$ cat src/design/rrl_pkg.sv
`timescale 1ns / 1ps
// ----------------------------------------------------------------------------
// Relative record locator package
// Shared constants, codes and types for the relative record locator.
// ----------------------------------------------------------------------------
package rrl_pkg;

   // Data-block table geometry.
   localparam int unsigned MAX_BLOCKS = 4096;
   localparam int unsigned ADDR_W     = $clog2(MAX_BLOCKS);

   // Payload bytes held by one data block.
   localparam int unsigned BLOCK_DATA_BYTES = 254;

   // Byte offset of a record start: 16-bit record times 8-bit length.
   localparam int unsigned BYTE_OFF_W = 24;

   // Block index of a byte offset; wide enough to compare with any table size.
   localparam int unsigned BLK_W = 17;

   // Division by the block size is done with a scaled reciprocal.
   localparam int unsigned RECIP_SHIFT = 32;
   localparam int unsigned RECIP_W     = 25;
   localparam int unsigned PROD_W      = BYTE_OFF_W + RECIP_W;
   localparam logic [RECIP_W-1:0] BLOCK_RECIP =
      RECIP_W'((64'd1 << RECIP_SHIFT) / BLOCK_DATA_BYTES);

   // Request actions.
   localparam logic [1:0] ACT_LOAD     = 2'd0;
   localparam logic [1:0] ACT_TAG      = 2'd1;
   localparam logic [1:0] ACT_POSITION = 2'd2;

   // Result status codes.
   localparam logic [1:0] STATUS_OK       = 2'd0;
   localparam logic [1:0] STATUS_POS_ERR  = 2'd1;
   localparam logic [1:0] STATUS_PAST_END = 2'd2;
   localparam logic [1:0] STATUS_NO_BLOCK = 2'd3;

   // Buffer decisions.
   localparam logic [1:0] BUF_REUSE = 2'd0;
   localparam logic [1:0] BUF_SWAP  = 2'd1;
   localparam logic [1:0] BUF_READ  = 2'd2;

   // Configuration register indexes.
   localparam logic [0:0] CSR_RECORD_LENGTH = 1'b0;
   localparam logic [0:0] CSR_RECORD_COUNT  = 1'b1;

   // Control sequencer states.
   typedef enum logic [1:0] {
      FSM_IDLE,
      FSM_CALC,
      FSM_DONE
   } fsm_type;

   // Record start location produced by the offset unit.
   typedef struct packed {
      logic [BLK_W-1:0] block;
      logic [7:0]       offset;
   } loc_type;

endpackage

$ cat src/design/rrl_locate.sv
`timescale 1ns / 1ps
// ----------------------------------------------------------------------------
// Record start locator
// Three-stage pipeline: record times length, reciprocal multiply by 1/254,
// then a single quotient correction giving block index and in-block offset.
// ----------------------------------------------------------------------------
module rrl_locate
   import rrl_pkg::*;
(
   input  logic        clock,
   input  logic        reset,
   input  logic        start_i,
   input  logic [15:0] rec_i,
   input  logic [7:0]  len_i,
   output logic        done_o,
   output loc_type     loc_o
);

   logic                  s1_valid_ff;
   logic                  s2_valid_ff;
   logic                  done_ff;
   logic [BYTE_OFF_W-1:0] byte_off_ff;
   logic [BYTE_OFF_W-1:0] byte_off2_ff;
   logic [PROD_W-1:0]     prod_ff;
   loc_type               loc_ff;

   logic [BLK_W-1:0]      q_est;
   logic [BYTE_OFF_W-1:0] rem_wide;
   logic [8:0]            rem;
   loc_type               loc_in;

   always_ff @(posedge clock) begin
      if (reset) begin
         s1_valid_ff <= 1'b0;
         s2_valid_ff <= 1'b0;
         done_ff     <= 1'b0;
      end else begin
         s1_valid_ff <= start_i;
         s2_valid_ff <= s1_valid_ff;
         done_ff     <= s2_valid_ff;
      end
   end

   always_ff @(posedge clock) begin
      if (start_i) begin
         byte_off_ff <= BYTE_OFF_W'(rec_i) * BYTE_OFF_W'(len_i);
      end
      if (s1_valid_ff) begin
         prod_ff      <= PROD_W'(byte_off_ff) * PROD_W'(BLOCK_RECIP);
         byte_off2_ff <= byte_off_ff;
      end
      if (s2_valid_ff) begin
         loc_ff <= loc_in;
      end
   end

   // The truncated reciprocal underestimates the quotient by at most one.
   always_comb begin
      q_est    = prod_ff[RECIP_SHIFT +: BLK_W];
      rem_wide = byte_off2_ff -
                 (BYTE_OFF_W'(q_est) * BYTE_OFF_W'(BLOCK_DATA_BYTES));
      rem      = rem_wide[8:0];
      if (rem >= 9'(BLOCK_DATA_BYTES)) begin
         loc_in.block  = q_est + BLK_W'(1);
         loc_in.offset = 8'(rem - 9'(BLOCK_DATA_BYTES));
      end else begin
         loc_in.block  = q_est;
         loc_in.offset = rem[7:0];
      end
   end

   assign done_o = done_ff;
   assign loc_o  = loc_ff;

   a_done_follows_start: assert property (@(posedge clock) disable iff (reset)
      done_ff |-> $past(start_i, 3))
      else $error("locate result without a matching start");

   a_offset_in_block: assert property (@(posedge clock) disable iff (reset)
      done_ff |-> (loc_ff.offset < 8'(BLOCK_DATA_BYTES)))
      else $error("in-block offset not below block size");

endmodule
$ cat config.mk
export PLATFORM = sky130hd
export DESIGN_NAME = rrl_locate
export DESIGN_NICKNAME = d
export VERILOG_FILES = /design/src/design/rrl_pkg.sv /design/src/design/rrl_locate.sv
export SDC_FILE = /design/constraint.sdc
export NUM_CORES = 1
export LEC_CHECK = 0
export ABC_CLOCK_PERIOD_IN_PS = 10900
export BUFFER_PORTS_ARGS = -buffer_cell sky130_fd_sc_hd__buf_2
export CAP_MARGIN = 25
export CORE_UTILIZATION = 50
export DETAILED_ROUTE_END_ITERATION = 8
export GPL_ROUTABILITY_DRIVEN = 0
export HOLD_SLACK_MARGIN = 0.05
export PLACE_DENSITY = 0.78
export SYNTH_ARGS = -nofsm -noshare
export SYNTH_HDL_FRONTEND = slang
export SYNTH_SLANG_ARGS = --single-unit
$ cat constraint.sdc
create_clock -name clock -period 10.9 [get_ports clock]
set_input_delay 0.545 -clock clock [delete_from_list [all_inputs] [get_ports clock]]
set_output_delay 0.545 -clock clock [all_outputs]
set_load 0.01 [all_outputs]
-- Word level (Yosys, flattened, before mapping)
Cells that the tools add are included.
- add/sub/neg operators: 3
- multipliers: 3
- divide/modulo/power cells: 0
- order comparisons: 1
- equality and inequality tests: 0
- shifts and indexed selects: 0
- multiplexer cells: 1
- bitwise operators: 0
- reduce and logical (&&, ||, !) cells: 0
- operators by type and width (operator ; number):
    $mul 24x22->46 const B ; 1
    $mux 25 ; 1
    $mul 16x8->24 ; 1
    $add 17x1->17 const B ; 1
    $mul 17x7->8 const B ; 1
    $ge 9x8->1 const B ; 1
    $sub 9x9->9 ; 1
    $sub 8x8->8 const B ; 1
- flip-flop bits (word level): 107
- latch bits: 0
- memory bits (writable): 0
- memory bits (read-only): 0
- input bits: 27
- memories: 0

-- Depth between registers and ports, before layout
- word-level depth: 4
- mapped depth: 20

-- Worst setup path after synthesis
Ideal clock, no wire load.
- path type: in2reg
- start: input port len_i[6]
- end: register byte_off_ff[20], data pin
- data arrival time: 4.895 ns
- data required time: 10.642 ns
- setup slack: 5.747 ns
- stages on the path: 17
- buffers on the path: 1
- path through: clkbuf_1 > and2_1 > fa_1 > fa_1 > fa_1 > inv_1 > fa_1 > inv_1 > ha_1 > a211o_1 > a211oi_1 > o31ai_1 > a211oi_1 > o21bai_1 > a21o_1 > a21oi_1 > xnor2_1
- cells in the longest elaborated chain, start to end: 1
- RTL lines (item ; RTL line ; RTL):
    start: declaration ; rrl_locate.sv:14 ; input logic [7:0] len_i,
    $mul 16x8->24 ; rrl_locate.sv:46 ; byte_off_ff <= BYTE_OFF_W'(rec_i) * BYTE_OFF_W'(len_i);
    end signal: assignment ; rrl_locate.sv:46 ;
    end: declaration ; rrl_locate.sv:22 ; logic [BYTE_OFF_W-1:0] byte_off_ff;
No other way between the ends.
A chain may end at the register's enable or synchronous reset.

==> flow_metrics.tcl <==
set metrics [dict create \
    drive_above_1_share_pct 6.86 \
    holdPathStages 2 \
    clk_latency_ps 340 \
    clockBufferDepth 2 \
    n_antenna_cell 0 \
    rsz0062_at_grt "no" \
    final_cell_mix "inv_1, ha_1, fa_1" \
    start_kind "register" \
    ff_latch_area_mm2 0.00231 \
    r2r_cells 16 \
    cts_inserted_buffers 9 \
    crit_path_max_fanout 23 \
    worstHoldPathType "input port to register" \
    drcViolationCount 2 \
    holdPathEnd "done_o" \
    cts_htree_levels 3 \
    grt_util_all_layers_pct 19.8 \
    outcome "complete, but fails checks" \
    portBuffers 52 \
    relSlewSlack_pct 53.2 \
    core_mm2 0.0210 \
    violations "DRC" \
    period_minus_slack_ps 5420 \
    synth.avg_cell_area_um2 9.90 \
    finalInstanceArea_mm2 0.0116 \
    area_growth_syn_to_layout_pct 8.80 \
    via_per_inst 5.37 \
    grt_max_degree 28 \
    finClkSkew_ps 10.7 \
    cap_violations 0 \
    worstSetupPathType "register to register" \
    cts_root_buffer "clkbuf_16" \
    ys_seq_area_share_pct 21.6 \
    wire_per_inst_um 14.7 \
    num_rows 53 \
    syn-cell-area_mm2 0.0107 \
    post_cts_buffers 0 \
    dr.pass1.iters 7 \
    min_from "reset" \
    mostFrequentLayoutCell "inv_1" \
    period_share_pct 49.7 \
    rrSetupSlack_ps 5480 \
    cts.clk_slew.worst_paths_ps 70 \
    cts_sinks 78 \
    post-dp-hpwl_um 17400 \
    antenna_found_initial 0 \
    grt_pass1_wl_um 35000 \
    tightest_slew_ps 693 \
    r2r_end "loc_o[2]" \
    final_hold_viol_count 0 \
    drt_iter0_drc 551 \
    start_util_pct 50.9 \
    first_global_vias 7589 \
    crit_arrival_ps 5510 \
    timing.fmax_mhz 185 \
    crit_path_end_kind "register" \
    reg2reg_from "prod_ff[36]" \
    finalWorstSetupSlack_ps 5480 \
    vias 7583 \
    pre_cts_slack_ps 5410 \
    synth_edf_count 75 \
    grt_overflow_total 0 \
    fillers 1765 \
    ys.flop_type "edfxtp_1" \
    final_util_pct 55.4 \
    multi_input_area_mm2 0.00753 \
    setup_tns_ps 0 \
    setup_viol 0 \
    critPathRequiredTime_ps 10990 \
    num_io_pins 53 \
    synthesis.nets 1413 \
    die_area_mm2 0.0220 \
    routed_wl_um 20800 \
    ys_types 55 \
    die_w_um 148 \
    cts_tree "done" \
    drv_slew 0 \
    finalNetCount 1464 \
    synth_cells 1081 \
    ys_warn_count 0 \
    holdBufCountCts 0 \
    dpl-instance-area_mm2 0.0112 \
    ys_ff_latch 78 \
    ctsResizeCount 0 \
    dieHeight_um 148 \
    cp-startpoint "prod_ff[36]" \
    drtAntennaViolNets 0 \
    async_reset_ff_share_pct 0 \
]
## registers in the layout (all words and copies together), names as in the netlist
register and flops:
byte_off_ff 24, done_o 1, loc_o 25, s1_valid_ff 1
byte_off2_ff 9, s2_valid_ff 1, prod_ff 17
## cells by family after synthesis
group           after synthesis  synth area share [%]
simple gates                274                  13.2
flops                        78                  21.6
buf+inv                     224                  8.02
xor+xnor                     69                  5.72
mux                           3                 0.304
fa+ha+maj                   305                  43.3
compound gates              128                  7.85
## worst max-delay path, cell delays in order (launching register included)
cell and delay [ps]:
edfxtp_1 500, inv_1 150, fa_1 520, fa_1 500, inv_1 50, fa_1 530
inv_1 60, fa_1 510, inv_1 50, ha_1 310, xor2_1 170, ha_1 330
a21o_1 190, a31oi_1 160, xnor2_1 160, a21boi_4 580, mux2_2 420
## per-layer routing
layer / vias up / GRT usage, % / part of all wire [%]
li1: 3678 / - / -
met1: 3728 / 25.2 / 44
met2: 158 / 35.7 / 52
met3: 19 / 2.73 / 3.5
met4: 0 / 4.28 / 1.1
met5: - / 0 / 0
## metrics by stage
step           std cells  hold slack, ps
2_1_floorplan       1081             427
3_3_place_gp        1394             455
3_5_place_dp        1394             442
4_1_cts             1410             383
5_1_grt             1412             387
6_report            1412             398
## synth_stat cells, types with 2 or more instances
library cell | count | share of area [%]
o21ai_1 | 2 | 0.094
nand3b_1 | 3 | 0.21
o221ai_1 | 2 | 0.16
and2_1 | 74 | 4.3
and3_1 | 6 | 0.35
o21ai_0 | 22 | 1.0
a221oi_1 | 4 | 0.33
nor2b_1 | 7 | 0.41
nand2b_1 | 10 | 0.58
xor2_1 | 28 | 2.3
ha_1 | 197 | 23
a211o_1 | 2 | 0.16
nand4_1 | 8 | 0.47
buf_2 | 2 | 0.094
a21o_1 | 18 | 1.3
o21a_1 | 3 | 0.21
nand2_1 | 89 | 3.1
nor3_1 | 13 | 0.61
buf_6 | 2 | 0.21
nor4_1 | 7 | 0.41
o31ai_1 | 4 | 0.28
a21oi_1 | 39 | 1.8
edfxtp_1 | 75 | 21
o21bai_1 | 6 | 0.42
o311ai_0 | 3 | 0.25
xnor2_1 | 40 | 3.3
mux2_2 | 2 | 0.21
a31oi_1 | 3 | 0.18
a211oi_1 | 8 | 0.56
nor2_1 | 27 | 0.95
o211ai_1 | 3 | 0.21
or3_1 | 4 | 0.23
nand3_1 | 18 | 0.84
fa_1 | 108 | 20
inv_1 | 210 | 7.4
clkbuf_1 | 10 | 0.35
dfxtp_1 | 3 | 0.56
nor3b_1 | 2 | 0.14
## worst max-delay path by stage
stage / to / slack (ps) / depth (start not counted)
2_1_floorplan: byte_off_ff[20] / 5750 / 17
3_3_place_gp: byte_off_ff[20] / 5480 / 17
3_5_place_dp: byte_off_ff[20] / 5410 / 17
4_1_cts: loc_o[2] / 5490 / 16
5_1_grt: loc_o[2] / 5180 / 16
6_report: loc_o[2] / 5480 / 16
## cell type report
type	count	share of cell area (%)
Clock buffer	9	1.94
Inverter	210	6.77
Tap cell	275	2.96
Multi-Input combinational cell	779	64.7
Timing Repair Buffer	54	2.71
Clock inverter	7	1.09
Sequential cell	78	19.9
Power is not shown: default switching activity piles up to over one toggle a cycle in this logic, so the estimate is an artifact.
